$ cat config.mk
export PLATFORM = sky130hd
export DESIGN_NAME = load_align_extend_unit
export DESIGN_NICKNAME = d
export VERILOG_FILES = /design/src/hw/rtl/lae_pkg.sv /design/src/hw/rtl/lae_front.sv /design/src/hw/rtl/lae_queue.sv /design/src/hw/rtl/lae_back.sv /design/src/hw/rtl/load_align_extend_unit.sv
export VERILOG_INCLUDE_DIRS = /design/src /design/src/hw/rtl
export SDC_FILE = /design/constraint.sdc
export NUM_CORES = 1
export LEC_CHECK = 0
export BUFFER_PORTS_ARGS = -buffer_cell sky130_fd_sc_hd__buf_2
export CAP_MARGIN = 10
export CORE_MARGIN = 2
export CORE_UTILIZATION = 51
export CTS_BUF_LIST = sky130_fd_sc_hd__clkbuf_8
export CTS_CLUSTER_DIAMETER = 80
export DETAILED_ROUTE_END_ITERATION = 12
export PLACE_DENSITY = 0.71
export SYNTH_ARGS = -nofsm -noshare
export SYNTH_HDL_FRONTEND = slang
export SYNTH_SLANG_ARGS = --single-unit
$ cat constraint.sdc
create_clock -name clk -period 41.3 [get_ports clk]
set_input_delay 6.195 -clock clk [delete_from_list [all_inputs] [get_ports clk]]
set_output_delay 6.195 -clock clk [all_outputs]
set_load 0.01 [all_outputs]
$ cat src/hw/rtl/assert_macros.svh
// assertion macros shared by the load align/extend unit
// no dependencies; taken in by the modules that check their own logic
`ifndef ASSERT_MACROS_SVH
`define ASSERT_MACROS_SVH

// property must hold at every clock edge outside reset
`define ASSERT_CLK(label, clk, rst, prop, msg) \
  label: assert property (@(posedge clk) disable iff (rst) (prop)) else $error(msg);

// expression must never be true outside reset
`define ASSERT_NEVER(label, clk, rst, expr, msg) \
  label: assert property (@(posedge clk) disable iff (rst) !(expr)) else $error(msg);

`endif

$ cat src/hw/rtl/lae_pkg.sv
// types and codes of the load align/extend unit
// no dependencies; used by every module of the unit
`default_nettype none

package lae_pkg;

  typedef enum logic [3:0] {
    OP_LB   = 4'd0,
    OP_LBU  = 4'd1,
    OP_LH   = 4'd2,
    OP_LHU  = 4'd3,
    OP_LW   = 4'd4,
    OP_LWU  = 4'd5,
    OP_LWL  = 4'd6,
    OP_LWR  = 4'd7,
    OP_LD   = 4'd8,
    OP_LDL  = 4'd9,
    OP_LDR  = 4'd10,
    OP_LQ   = 4'd11,
    OP_LUI  = 4'd12,
    OP_LWC1 = 4'd13
  } op_t;

  typedef enum logic [2:0] {
    SZ_BYTE  = 3'd0,
    SZ_HALF  = 3'd1,
    SZ_WORD  = 3'd2,
    SZ_DWORD = 3'd3,
    SZ_QUAD  = 3'd4,
    SZ_NONE  = 3'd5
  } size_t;

  typedef enum logic [1:0] {
    ST_DONE  = 2'd0,
    ST_FAULT = 2'd1,
    ST_COP   = 2'd2
  } status_t;

  // one classified load, as handed from the front to the back
  typedef struct packed {
    op_t          op;
    logic [31:0]  addr;
    size_t        size;
    logic         we;
    logic         to_float;
    status_t      status;
    logic [2:0]   boff;
    logic [15:0]  imm;
    logic [63:0]  mem_low;
    logic [63:0]  mem_high;
    logic [63:0]  old_dest;
  } entry_t;

endpackage

`default_nettype wire

$ cat src/hw/rtl/lae_front.sv
// front of the load align/extend unit: takes requests, forms the address
// and classifies the access; depends on lae_pkg
`default_nettype none

module lae_front (
  input  wire logic            clk,
  input  wire logic            rst,
  input  wire logic            start,
  output      logic            busy,
  input  wire logic [3:0]      req_type,
  input  wire logic [31:0]     base_value,
  input  wire logic [15:0]     offset_imm,
  input  wire logic [63:0]     mem_low,
  input  wire logic [63:0]     mem_high,
  input  wire logic            mem_fault,
  input  wire logic [63:0]     old_dest,
  input  wire logic            cop_usable,
  input  wire logic            q_full,
  output      logic            push,
  output      lae_pkg::entry_t push_data
);

  logic            fvalid;
  lae_pkg::entry_t entry;
  lae_pkg::entry_t entry_next;
  logic            accept;
  logic [31:0]     ea;
  lae_pkg::op_t    op;

  assign busy   = fvalid && q_full;
  assign accept = start && !busy;
  assign push      = fvalid;
  assign push_data = entry;

  assign op = lae_pkg::op_t'(req_type);
  assign ea = base_value + {{16{offset_imm[15]}}, offset_imm};

  always_comb begin
    entry_next          = '0;
    entry_next.op       = op;
    entry_next.addr     = ea;
    entry_next.size     = lae_pkg::SZ_NONE;
    entry_next.we       = 1'b1;
    entry_next.to_float = (op == lae_pkg::OP_LWC1);
    entry_next.status   = lae_pkg::ST_DONE;
    entry_next.boff     = ea[2:0];
    entry_next.imm      = offset_imm;
    entry_next.mem_low  = mem_low;
    entry_next.mem_high = mem_high;
    entry_next.old_dest = old_dest;
    unique case (op)
      lae_pkg::OP_LB, lae_pkg::OP_LBU: entry_next.size = lae_pkg::SZ_BYTE;
      lae_pkg::OP_LH, lae_pkg::OP_LHU: entry_next.size = lae_pkg::SZ_HALF;
      lae_pkg::OP_LW, lae_pkg::OP_LWU, lae_pkg::OP_LWC1: begin
        entry_next.size = lae_pkg::SZ_WORD;
      end
      lae_pkg::OP_LD: entry_next.size = lae_pkg::SZ_DWORD;
      lae_pkg::OP_LWL, lae_pkg::OP_LWR: begin
        entry_next.size = lae_pkg::SZ_WORD;
        entry_next.addr = {ea[31:2], 2'b00};
      end
      lae_pkg::OP_LDL, lae_pkg::OP_LDR: begin
        entry_next.size = lae_pkg::SZ_DWORD;
        entry_next.addr = {ea[31:3], 3'b000};
      end
      lae_pkg::OP_LQ: begin
        entry_next.size = lae_pkg::SZ_QUAD;
        entry_next.addr = {ea[31:4], 4'b0000};
      end
      lae_pkg::OP_LUI: entry_next.addr = '0;
      default: begin
        entry_next.addr = '0;
        entry_next.we   = 1'b0;
      end
    endcase
    // coprocessor check wins over a memory fault
    if (op == lae_pkg::OP_LWC1 && !cop_usable) begin
      entry_next.addr   = '0;
      entry_next.size   = lae_pkg::SZ_NONE;
      entry_next.we     = 1'b0;
      entry_next.status = lae_pkg::ST_COP;
    end else if (entry_next.size != lae_pkg::SZ_NONE && mem_fault) begin
      entry_next.we     = 1'b0;
      entry_next.status = lae_pkg::ST_FAULT;
    end
  end

  always_ff @(posedge clk) begin
    if (rst) begin
      fvalid <= 1'b0;
    end else if (accept) begin
      fvalid <= 1'b1;
    end else if (push && !q_full) begin
      fvalid <= 1'b0;
    end
  end

  always_ff @(posedge clk) begin
    if (accept) begin
      entry <= entry_next;
    end
  end

endmodule

`default_nettype wire

$ cat src/hw/rtl/lae_queue.sv
// short queue of classified loads between front and back
// depends on lae_pkg and assert_macros.svh
`default_nettype none
`include "assert_macros.svh"

module lae_queue #(
  parameter int DEPTH = 2
) (
  input  wire logic            clk,
  input  wire logic            rst,
  input  wire logic            push,
  input  wire lae_pkg::entry_t push_data,
  output      logic            full,
  input  wire logic            pop,
  output      logic            valid,
  output      lae_pkg::entry_t pop_data
);

  localparam int PTR_W = $clog2(DEPTH);
  localparam int CNT_W = $clog2(DEPTH + 1);

  lae_pkg::entry_t   slots [DEPTH];
  logic [PTR_W-1:0]  wr_ptr;
  logic [PTR_W-1:0]  rd_ptr;
  logic [CNT_W-1:0]  count;
  logic              push_ok;
  logic              pop_ok;

  assign full     = (count == CNT_W'(DEPTH));
  assign valid    = (count != '0);
  assign push_ok  = push && !full;
  assign pop_ok   = pop && valid;
  assign pop_data = slots[rd_ptr];

  always_ff @(posedge clk) begin
    if (rst) begin
      wr_ptr <= '0;
      rd_ptr <= '0;
      count  <= '0;
    end else begin
      if (push_ok) begin
        wr_ptr <= (wr_ptr == PTR_W'(DEPTH - 1)) ? '0 : wr_ptr + 1'b1;
      end
      if (pop_ok) begin
        rd_ptr <= (rd_ptr == PTR_W'(DEPTH - 1)) ? '0 : rd_ptr + 1'b1;
      end
      if (push_ok && !pop_ok) begin
        count <= count + 1'b1;
      end else if (pop_ok && !push_ok) begin
        count <= count - 1'b1;
      end
    end
  end

  always_ff @(posedge clk) begin
    if (push_ok) begin
      slots[wr_ptr] <= push_data;
    end
  end

  `ASSERT_NEVER(a_count_range, clk, rst, count > CNT_W'(DEPTH), "queue count beyond depth")
  `ASSERT_CLK(a_count_up, clk, rst, (push_ok && !pop_ok) |=> (count == $past(count) + 1'b1), "queue count missed a transfer in")
  `ASSERT_CLK(a_ptr_gap, clk, rst, (count == '0) |-> (wr_ptr == rd_ptr), "queue pointers apart while empty")

endmodule

`default_nettype wire

$ cat src/hw/rtl/lae_back.sv
// back of the load align/extend unit: aligns, merges and extends the data
// and registers the result; depends on lae_pkg and assert_macros.svh
`default_nettype none
`include "assert_macros.svh"

module lae_back (
  input  wire logic            clk,
  input  wire logic            rst,
  input  wire logic            in_valid,
  input  wire lae_pkg::entry_t in_data,
  output      logic            done,
  output      logic [31:0]     access_address,
  output      logic [2:0]      access_size,
  output      logic            write_enable,
  output      logic            to_float_file,
  output      logic [63:0]     result_low,
  output      logic [63:0]     result_high,
  output      logic [1:0]      status
);

  logic [63:0] rlo;
  logic [63:0] rhi;
  logic [4:0]  sh_w;
  logic [5:0]  sh_d;
  logic [31:0] m_w;
  logic [63:0] m_d;
  logic [31:0] w;
  logic [63:0] mlo;
  logic [63:0] old;

  assign mlo = in_data.mem_low;
  assign old = in_data.old_dest;

  always_comb begin
    rlo  = '0;
    rhi  = '0;
    sh_w = '0;
    sh_d = '0;
    m_w  = '0;
    m_d  = '0;
    w    = '0;
    unique case (in_data.op)
      lae_pkg::OP_LB:  rlo = {{56{mlo[7]}}, mlo[7:0]};
      lae_pkg::OP_LBU: rlo = {56'd0, mlo[7:0]};
      lae_pkg::OP_LH:  rlo = {{48{mlo[15]}}, mlo[15:0]};
      lae_pkg::OP_LHU: rlo = {48'd0, mlo[15:0]};
      lae_pkg::OP_LW:  rlo = {{32{mlo[31]}}, mlo[31:0]};
      lae_pkg::OP_LWU, lae_pkg::OP_LWC1: rlo = {32'd0, mlo[31:0]};
      lae_pkg::OP_LD:  rlo = mlo;
      lae_pkg::OP_LWL: begin
        // bytes 0..o of the word go to the top of the low word
        sh_w = {~in_data.boff[1:0], 3'b000};
        m_w  = (32'hFFFF_FFFF >> sh_w) << sh_w;
        w    = (old[31:0] & ~m_w) | ((mlo[31:0] << sh_w) & m_w);
        rlo  = {{32{w[31]}}, w};
      end
      lae_pkg::OP_LWR: begin
        sh_w = {in_data.boff[1:0], 3'b000};
        m_w  = 32'hFFFF_FFFF >> sh_w;
        w    = (old[31:0] & ~m_w) | ((mlo[31:0] >> sh_w) & m_w);
        rlo  = {{32{w[31]}}, w};
      end
      lae_pkg::OP_LDL: begin
        sh_d = {~in_data.boff, 3'b000};
        m_d  = ({64{1'b1}} >> sh_d) << sh_d;
        rlo  = (old & ~m_d) | ((mlo << sh_d) & m_d);
      end
      lae_pkg::OP_LDR: begin
        sh_d = {in_data.boff, 3'b000};
        m_d  = {64{1'b1}} >> sh_d;
        rlo  = (old & ~m_d) | ((mlo >> sh_d) & m_d);
      end
      lae_pkg::OP_LQ: begin
        rlo = mlo;
        rhi = in_data.mem_high;
      end
      lae_pkg::OP_LUI: rlo = {{32{in_data.imm[15]}}, in_data.imm, 16'd0};
      default: rlo = '0;
    endcase
    if (!in_data.we) begin
      rlo = '0;
      rhi = '0;
    end
  end

  always_ff @(posedge clk) begin
    if (rst) begin
      done <= 1'b0;
    end else begin
      done <= in_valid;
    end
  end

  always_ff @(posedge clk) begin
    if (in_valid) begin
      access_address <= in_data.addr;
      access_size    <= in_data.size;
      write_enable   <= in_data.we;
      to_float_file  <= in_data.to_float;
      result_low     <= rlo;
      result_high    <= rhi;
      status         <= in_data.status;
    end
  end

  `ASSERT_CLK(a_done_src, clk, rst, done |-> $past(in_valid), "result strobe without a queued load")
  `ASSERT_CLK(a_no_write_zero, clk, rst, (done && !write_enable) |-> (result_low == '0 && result_high == '0), "data left on a suppressed write")
  `ASSERT_CLK(a_cop_no_access, clk, rst, (done && status == lae_pkg::ST_COP) |-> (access_size == lae_pkg::SZ_NONE && access_address == '0 && !write_enable), "access shown for unusable coprocessor")

endmodule

`default_nettype wire

$ cat src/hw/rtl/load_align_extend_unit.sv
// load align/extend unit: latency 3, done is high in the third cycle after
// the edge that takes start; one load a cycle sustained
// front stage register, queue and result register each add one clock; the
// back never stalls, so busy stays low and a transfer is taken every cycle
// rst (synchronous) empties the front stage and the queue and clears done
`default_nettype none

module load_align_extend_unit #(
  parameter int QUEUE_DEPTH = 2
) (
  input  wire logic        clk,
  input  wire logic        rst,
  input  wire logic        start,
  output      logic        busy,
  input  wire logic [3:0]  req_type,
  input  wire logic [31:0] base_value,
  input  wire logic [15:0] offset_imm,
  input  wire logic [63:0] mem_low,
  input  wire logic [63:0] mem_high,
  input  wire logic        mem_fault,
  input  wire logic [63:0] old_dest,
  input  wire logic        cop_usable,
  output      logic        done,
  output      logic [31:0] access_address,
  output      logic [2:0]  access_size,
  output      logic        write_enable,
  output      logic        to_float_file,
  output      logic [63:0] result_low,
  output      logic [63:0] result_high,
  output      logic [1:0]  status
);

  logic            push;
  lae_pkg::entry_t push_data;
  logic            q_full;
  logic            q_valid;
  lae_pkg::entry_t q_data;

  lae_front u_front (
    .clk        (clk),
    .rst        (rst),
    .start      (start),
    .busy       (busy),
    .req_type   (req_type),
    .base_value (base_value),
    .offset_imm (offset_imm),
    .mem_low    (mem_low),
    .mem_high   (mem_high),
    .mem_fault  (mem_fault),
    .old_dest   (old_dest),
    .cop_usable (cop_usable),
    .q_full     (q_full),
    .push       (push),
    .push_data  (push_data)
  );

  lae_queue #(
    .DEPTH (QUEUE_DEPTH)
  ) u_queue (
    .clk       (clk),
    .rst       (rst),
    .push      (push),
    .push_data (push_data),
    .full      (q_full),
    .pop       (q_valid),
    .valid     (q_valid),
    .pop_data  (q_data)
  );

  lae_back u_back (
    .clk            (clk),
    .rst            (rst),
    .in_valid       (q_valid),
    .in_data        (q_data),
    .done           (done),
    .access_address (access_address),
    .access_size    (access_size),
    .write_enable   (write_enable),
    .to_float_file  (to_float_file),
    .result_low     (result_low),
    .result_high    (result_high),
    .status         (status)
  );

endmodule

`default_nettype wire
Word-level counts from Yosys, hierarchy flattened
Memory sizes are Yosys's and may differ from the RTL's. A register that Yosys moved wholly into a read port is not among the register bits.
Cells that the tools add are included.
- $add $sub $neg: 5
- equal/unequal tests: 28
- shift operators: 10
- mux-type cells: 15
- bitwise logic cells: 18
- reductions and logical operators: 29
- operators by type and width (kind ; count):
    case mux 64 bit (12 select lines) ; 1
    bitwise AND 64 bit ; 4
    bitwise AND 32 bit ; 4
    NOT 64 bit ; 2
    bitwise OR 64 bit ; 2
    case mux 32 bit (4 select lines) ; 1
    << shifter 64 x 6 -> 64 bit ; 2
    >> shifter 64 x 6 -> 64 bit (first input constant) ; 2
    NOT 32 bit ; 2
    bitwise OR 32 bit ; 2
    << shifter 32 x 5 -> 32 bit ; 2
    >> shifter 32 x 5 -> 32 bit (first input constant) ; 2
    >> shifter 64 x 6 -> 64 bit ; 1
    == test 4 bit (second input constant) ; 12
    adder 32 bit ; 1
    == test 4 x 3 -> 1 bit (second input constant) ; 8
    >> shifter 32 x 5 -> 32 bit ; 1
    == test 4 x 2 -> 1 bit (second input constant) ; 4
    case mux 3 bit (5 select lines) ; 1
    OR reduction 14 bit ; 1
    OR reduction 2 bit ; 7
    2-to-1 mux 1 bit ; 10
    == test 4 x 1 -> 1 bit (second input constant) ; 2
    zero test 4 bit ; 2
    other kinds (15) ; 29
- register bits: 427
- bits in writable memories: 508
- bits of input ports: 249
- output and inout port bits: 169
- word-level logic and storage cells: 129
- memories kept: 1
- memories (memory ; depth ; bits a word ; rd ports ; clocked after Yosys merged registers in ; write ports ; RTL line ; text):
    u_queue.slots ; 2 ; 254 ; 1 ; 1 ; 1 ; lae_queue.sv:22 ; lae_pkg::entry_t slots [DEPTH];

Longest topological paths before layout
Gate-level depths: netlist of the first run.
- depth after elaboration: 7
- gate-level depth with buffers: 12
- depth with buffers taken out: 9

Cells and area by module
A second synthesis of the first run with hierarchy kept.
- cells, all modules: 2499
- area total of the unflattened synthesis: 39850.7 µm²
- by module, submodules not included (module ; times used ; cells each ; area each (µm²) ; sequential area each (µm²)):
    lae_queue ; 1 ; 815 ; 18769.3 ; 15354.7
    lae_back ; 1 ; 1082 ; 11245.8 ; 5034.8
    lae_front ; 1 ; 602 ; 9835.7 ; 7647.3

Least setup slack after synthesis of the first run
No wires, ideal clock.
- kind: input to register
- start: in start
- end: reg u_front.entry (netlist bit u_front.push_data[0]), enable pin
- setup time: 0.903 ns
- data arrival time: 17.125 ns
- required time: 40.397 ns
- path slack: 23.272 ns
- stages on the path: 1
- path buffers: 0
- cell sequence: nor2b_1
- longest elaborated chain between the ends: 1
- RTL lines (item ; RTL line ; text):
    from (decl) ; load_align_extend_unit.sv:13 ; input wire logic start,
    logical AND 1 bit ; lae_front.sv:31 ; assign accept = start && !busy;
    to (signal assigned) ; lae_front.sv:100 ; entry <= entry_next;
    to (decl) ; lae_front.sv:24 ; lae_pkg::entry_t entry;
Every way passes these cells.
A chain may end at the register's enable or synchronous reset.

Worst setup path after layout of the first run
- start: in base_value[0]
- end: reg u_front.entry (netlist bit u_front.push_data[246]) (data pin)
- longest elaborated chain between the ends: 2
- RTL lines (item ; RTL line ; text):
    from (decl) ; load_align_extend_unit.sv:16 ; input wire logic [31:0] base_value,
    adder 32 bit ; lae_front.sv:36 ; assign ea = base_value + {{16{offset_imm[15]}}, offset_imm};
    case mux 32 bit (4 select lines) ; lae_front.sv:51 ; unique case (op)
Every way passes these cells.

==> metrics.md, run 1 <==
| Metric | Value |
|---|---|
| Run status | `complete, no violations` |
| GR Layer Usage met1 | `36.22%` |
| WS Path Type | `input pin to flip-flop` |
| Clk_lat worst skew | `about 800 ps` |
| Share of cells above drive strength 1 | `between 20 and 25%` |
| Cell Pwr Density | `approximately 65 nW/um^2` |
| Cell count after synthesis | `2639` |
| Site row count | `101` |
| First-pass GRT wire length | `159200 microns` |
| Slack of the worst reg-to-reg path | `36540 ps` |
| CTS tree | `yes` |
| Syn avg cell area | `14.75 sq um` |
| Total Nets Final | `between 3000 and 4000` |
| Max clock buf depth | `3` |
| Clock network power share | `24.9%` |
| 1st-iter DRT viols | `2683` |
| Multi-input logic area | `~10000 sq um` |
| RSZ-0062 raised after global routing | `false` |
| Post-CTS sizing | `0` |
| CTS H-tree lvls | `4` |
| Setup Buffers After CTS | `0` |
| Die Y | `between 200 and 300 microns` |
| Setup tns final | `0 ps` |
| Sequential cell area | `28040 sq um` |
| Hold Startpoint | `u_front.push_data[242]$_SDFFCE_PP0P_` |
| Cts hold-fix bufs | `0` |
| Post-Syn Nets | `2921` |
| Setup crit end kind | `flip-flop` |
| Final min period | `8282 ps` |
| Max Fanout on Critical Path | `4` |
| Sequential share of power | `44.5%` |
| Hold Crit Class | `flip-flop to flip-flop` |
| Routed WL | `between 100000 and 150000 microns` |
| Root buffer cell | `clkbuf_8` |
| Area Growth Syn to Fin | `14.70%` |
| Final Non-Filler Cells | `4205` |
| Dpl cells | `3925` |
| Min-Delay Endpoint | `u_queue.slots[1][242]$_DFFE_PP_` |
| Largest cells by area after synthesis | `edfxtp_1 (72%), mux2i_1 (5.6%), mux2_2 (3.2%), nor2_1 (2.9%), a21oi_1 (2.6%)` |
| Largest net degree at the start of global routing | `approximately 160` |
| Syn. warnings | `0` |
| Vias per Instance | `5.904` |
| I/O Buffers | `approximately 420` |
| WP data required | `about 42000 ps` |
| Sequential area share after synthesis | `72.04%` |
| Die X | `280.2 microns` |
| Clk sink count | `936` |
| VDD IR max | `0.05105 mV` |
| Post-route cell area | `44640 sq um` |
| Gr ovfl total | `0` |
| Ports | `418` |
| CP Launch Type | `input pin` |
| Final ANT Viol Nets | `0` |
| Yosys cell types | `68` |
| Via count | `roughly 25000` |
| Synth Cell Area | `38920 sq um` |
| Slew @ Worst Pin | `1285 ps` |
| Final hold violations | `0` |
| Area leader, netlist | `edfxtp_1` |
| Sw Pwr | `1.026 mW` |
| Leakage | `16.03 nW` |
| Async S/R FF share, synth | `0%` |
| Filler Cell Count | `5941` |
| Clk slew on worst S/H paths | `70 ps` |
| Die ar. | `78530 sq um` |
| Yosys reg bits | `936` |
| Worst reg2reg endpoint | `u_back.result_low[39]$_SDFFCE_PN0N_` |
| Top Usage Layer GRT | `met2` |
| Hpwl dp | `around 75000 microns` |
| FMAX | `120.7 MHz` |
| Combinational power share | `a little under a third` |
| Pins Over Slew Limit | `0` |
| Initial antenna violation count | `28` |
| Clk_skew | `36.21 ps` |
| Pre-antenna DRT Iters | `7` |
| Core area | `75700 sq um` |
| Part of the cycle the worst path needs | `20.05%` |
| Top-area cell type share of the netlist area | `71.68%` |
| Routed len/inst | `approximately 26 microns` |
| Worst R2R Path Depth | `7` |
| # setup viols final | `0` |
| Grt met2 use | `45.05%` |
| Remaining DRCs | `0` |
| Number of global-route vias before repair | `24760` |
| Area after DPL | `41900 sq um` |
| Maxcap violations | `0` |
| EDFF count, synth | `929` |
| Total GRT Usage | `about 28%` |
| Met3 usage | `6.911%` |
| CTS Buf Count | `150` |
| Final core occ | `approximately 59%` |
| Gpl congestion | `0.9808` |
| Slew margin rel. | `14.35%` |
| Initial Utilization | `approximately half` |
| Power Total | `2.889 mW` |
| Prevailing post-synth register cell | `edfxtp_1` |
| Hold path depth | `0` |
| Sw Share | `35.50%` |
| Pint | `1.863 mW` |
| Crit path arrival time | `8800 ps` |
==> through the flow <==
step	hold WS (ps)	setup slack (ps)
detailed placement	429.0	32220
global placement	422.0	32290
CTS	418.6	33060
finish	429.9	33020
floorplan	421.5	23270
global route	428.4	32810
==> metal layers <==
layer	part of all wire [%]	routed length [microns]
met1	39	43710
met2	48	53240
met3	8.5	9439
met4	3.7	4072
met5	0.19	213
==> power groups by stage <==
stage / clock (mW) / sequential (mW) / combinational [mW]
2_1_floorplan: 0 / 1.36 / 0.507
3_3_place_gp: 0 / 1.30 / 0.863
3_5_place_dp: 0 / 1.31 / 0.869
4_1_cts: 0.737 / 1.29 / 0.872
5_1_grt: 0.775 / 1.30 / 0.935
6_report: 0.718 / 1.29 / 0.884
==> worst max path at each step <==
stage	end	slack, ps	from	depth (start not counted)
final	u_front.push_data[246]$_SDFFCE_PP0P_	33020	base_value[0]	10
after global routing	u_front.push_data[246]$_SDFFCE_PP0P_	32810	base_value[0]	10
after detailed placement	u_front.push_data[246]$_SDFFCE_PP0P_	32220	base_value[0]	10
after floorplan	u_front.push_data[0]$_DFFE_PP_	23270	start	1
after CTS	u_front.push_data[246]$_SDFFCE_PP0P_	33060	base_value[0]	10
after global placement	u_front.push_data[242]$_SDFFCE_PP0P_	32290	base_value[0]	10
==> cell families (layout without fill, tap and decap cells) <==
family	count (synthesis)	after routing	synth area share [%]
muxes	328	328	8.803
DFF	936	936	72.04
and+or+nand+nor	578	578	6.324
xor gates and xnor gates	28	28	0.6302
adders and majority gates	33	33	1.080
AOI/OAI and AO/OA	581	581	9.160
buffers and inverters	155	732	1.961
other	0	11	0
==> cells in the final DEF, fill, tap and decap left out, types with 31 or more instances in the layout <==
cell / count
ha_1: 32
mux2i_1: 214
edfxtp_1: 929
nor2_1: 302
a31oi_1: 41
a22oi_1: 33
o22ai_1: 31
clkbuf_8: 150
nor3_1: 41
clkinv_1: 33
o21ai_0: 124
inv_1: 62
mux2_2: 110
nand2_1: 132
a21oi_1: 198
buf_2: 417
a211oi_1: 35
buf_4: 31
==> sequential cells by signal (all words and copies together) (netlist names), named ones only <==
register / cells
u_back.status: 2
u_back.access_address: 32
u_back.done: 1
u_queue.wr_ptr: 1
u_queue.count: 2
u_back.to_float_file: 1
u_queue.slots: 508
u_back.access_size: 3
u_queue.rd_ptr: 1
u_back.result_high: 64
u_front.push: 1
u_back.write_enable: 1
u_front.push_data: 254
u_back.result_low: 64
==> worst max-delay path, cell delays in order <==
cell and delay (ps):
buf_2 100, ha_1 290, fa_1 440, a21oi_1 250, o21ai_0 130, a21oi_1 440
o211ai_1 230, a211oi_1 450, o21bai_1 140, mux2i_1 140
==> area by class of cell <==
class	count	area share [%]
Sequential cell	936	62.82
Antenna cell	11	0.06166
Inverter	12	0.1121
Tap cell	978	2.741
Clock inverter	119	1.452
Multi-Input combinational cell	1548	22.86
Clock buffer	150	4.625
Timing Repair Buffer	451	5.331
==> cells in the mapped netlist (6+ instances only) <==
master and n:
xor2_1 20, a2111oi_0 8, o211ai_1 15, nor2b_1 15, o21ai_0 124, a21oi_1 200, nand2_1 132, buf_6 6
buf_2 34, dfxtp_1 7, clkbuf_1 71, a31oi_1 41, nor3_1 41, buf_4 25, nor2_1 304, o21a_1 8
a211oi_1 35, nand3_1 28, mux2_2 110, nand4_1 8, a221oi_1 25, a22oi_1 33, ha_1 32, mux2i_1 217
o221ai_1 8, inv_1 12, o22ai_1 31, buf_1 7, xnor2_1 8, edfxtp_1 929, nand2b_1 11, and3_1 10
and2_1 7, a21o_1 18
(Power assumes the default switching activity.)
==> inputs of run 2 (changes only) <==
==> constraint.sdc (replaced) <==
create_clock -name clk -period 8.2 [get_ports clk]
set_input_delay 1.23 -clock clk [delete_from_list [all_inputs] [get_ports clk]]
set_output_delay 1.23 -clock clk [all_outputs]
set_load 0.01 [all_outputs]
==> run 2 against run 1 <==
Against the previous run:
- utilization grew 0.17 points
- largest power group unchanged
- clock skew rose by 11 ps
- power grew to 5.2 times the previous value
- critical path depth shrank 3
- count of clock-buffer cells in the layout rose by 2
- highest routed layer unchanged
- routed wire length rose by 5.6%
==> metrics.md, run 2 (synthesis results as in run 1) <==
| Metric | Value |
|---|---|
| Largest net degree at the start of global routing | `151 (-6.2%)` |
| Number of global-route vias before repair | `25230 (+1.9%)` |
| Routed WL | `116900 microns (+5.6%)` |
| Core area | `75700 sq um (unchanged)` |
| Area Growth Syn to Fin | `15.03%` |
| Gr ovfl total | `0 (unchanged)` |
| Ports | `418 (unchanged)` |
| Run status | `complete, no violations` |
| First-pass GRT wire length | `166800 microns (+4.7%)` |
| RSZ-0062 raised after global routing | `false` |
| Setup Buffers After CTS | `0 (unchanged)` |
| Gpl congestion | `0.9888 (+0.82%)` |
| CP Cell Sequence | `mux2_4 -> buf_4 -> mux2i_1 -> mux2i_1 -> a221o_1 -> a31oi_4 -> a31oi_1` |
| Part of the cycle the worst path needs | `58.68%` |
| Pre-antenna DRT Iters | `8 (+1)` |
| CTS H-tree lvls | `4 (unchanged)` |
| Clk_lat worst skew | `820 ps (+20 ps)` |
| Area after DPL | `41880 sq um (about the same)` |
| Slew margin rel. | `13.03% (-1.3 points)` |
| Routed len/inst | `27.88 microns (+5.9%)` |
| Crit path max-delay cell type | `a31oi_4` |
| Cts hold-fix bufs | `0 (unchanged)` |
| I/O Buffers | `417 (unchanged)` |
| Root buffer cell | `clkbuf_8` |
| Maxcap violations | `0 (unchanged)` |
| CP Launch Type | `flip-flop` |
| Power Total | `14.89 mW (+420%)` |
| WP data required | `8670 ps (-33150 ps)` |
| Hold slack | `418.6 ps (-11.28 ps)` |
| Pins Over Slew Limit | `0 (unchanged)` |
| Crit path arrival time | `5280 ps (-3520 ps)` |
| # setup viols final | `0 (unchanged)` |
| Slowest cell delay on critical path | `1010 ps (+560 ps)` |
| WS Path Type | `flip-flop to flip-flop` |
| Slew @ Worst Pin | `1305 ps (+19.73 ps)` |
| Max clock buf depth | `3 (unchanged)` |
| Largest register FFs | `508 (unchanged)` |
| VDD IR max | `0.1714 mV (+240%)` |
| Setup crit end kind | `flip-flop` |
| Die Y | `280.2 microns (unchanged)` |
| Via count | `25240 (+1.7%)` |
| Leakage | `16.02 nW (about the same)` |
| Remaining DRCs | `0 (unchanged)` |
| CP most frequent cell | `mux2i_1` |
| Die X | `280.2 microns (unchanged)` |
| Clk_skew | `46.76 ps (+10.55 ps)` |
| Total Nets Final | `3380 (-0.030%)` |
| Clk sink count | `936 (unchanged)` |
| Hpwl dp | `78890 microns (+4.5%)` |
| Share of cells above drive strength 1 | `24.44% (+0.25 points)` |
| Final core occ | `59.14% (+0.17 points)` |
| Die ar. | `78530 sq um (unchanged)` |
| FMAX | `between 200 and 250 MHz` |
| Commonest non-fill, non-tap cell in the layout | `edfxtp_1` |
| Cell Pwr Density | `332.5 nW/um^2 (+410%)` |
| Final min period | `4812 ps` |
| Most frequent cells in the layout | `edfxtp_1 (929), buf_2 (418), nor2_1 (301)` |
| Site row count | `101 (unchanged)` |
| Hold Crit Class | `flip-flop to flip-flop` |
| Post-route cell area | `44770 sq um (+0.29%)` |
| CTS tree | `yes` |
| Total GRT Usage | `29.44% (+1.6 points)` |
| Setup tns final | `0 ps (unchanged)` |
| Initial antenna violation count | `27 (-3.6%)` |
| Post-CTS sizing | `0 (unchanged)` |
| Final hold violations | `0 (unchanged)` |
| Final ANT Viol Nets | `0 (unchanged)` |
| Initial Utilization | `51.41% (unchanged)` |
| Biggest register | `u_queue.slots` |
| Max Fanout on Critical Path | `65 (+61)` |
| Clk slew on worst S/H paths | `60 ps (about the same)` |
| 1st-iter DRT viols | `2767 (+3.1%)` |
| CTS Buf Count | `152 (+1.3%)` |
| Vias per Instance | `6.019 (+1.9%)` |
==> run 2: layout make-up <==
class / count / area (sq um)
inverters: 12 / 50.05
fillers: 5874 / 30930
well taps: 978 / 1224
multi-input cells: 1548 / 10210
diodes: 4 / 10.01
clock inverters: 116 / 784.5
repair buffers: 448 / 2355
flip-flops and latches: 936 / 28040
clock buffers: 152 / 2092
==> run 2: critical path, delay by kind of cell, from the launching register on <==
| kind | cells | cell delay, ps |
|---|---|---|
| AOI/OAI and AO/OA | 3 | 1620 |
| buffers and inverters | 1 | 600 |
| DFF | 1 | 880 |
| muxes | 3 | 1200 |
==> run 2: metal layers <==
layer / share of wire [%] / routed length, microns / vias up / global-route usage (%)
met5: 0.19 / 218 / - / 0
met4: 4.2 / 4931 / 34 / 12.86
met3: 8.4 / 9836 / 338 / 7.678
met2: 48 / 56550 / 1249 / 48.19
met1: 39 / 45370 / 12460 / 37.13
li1: - / - / 11160 / -
==> run 2: final timing paths <==
check | startpoint | end | slack [ps] | cells past startpoint
worst max register to register | flip-flop | u_back.result_low[51]$_SDFFCE_PN0N_ | 3390 | 7
worst min-delay path | u_front.push_data[224]$_SDFFCE_PP0P_ | u_queue.slots[0][224]$_DFFE_PP_ | 420 | 0
worst min register to register | u_front.push_data[224]$_SDFFCE_PP0P_ | u_queue.slots[0][224]$_DFFE_PP_ | 420 | 0
worst max-delay path | flip-flop | u_back.result_low[51]$_SDFFCE_PN0N_ | 3390 | 7
==> run 2: power breakdown <==
part           leakage (nW)  internal [mW]  switching [mW]  total, mW
clock network          1.58           1.94            1.91       3.84
registers              8.85           6.23           0.397       6.63
logic                  5.59           1.35            3.06       4.41
==> run 2: stage by stage <==
step / setup slack, ps / instances
floorplan: 497.1 / 2639
global route: 3252 / 4193
finish: 3388 / 4194
global placement: 3591 / 3921
CTS: 3489 / 4190
detailed placement: 3541 / 3922
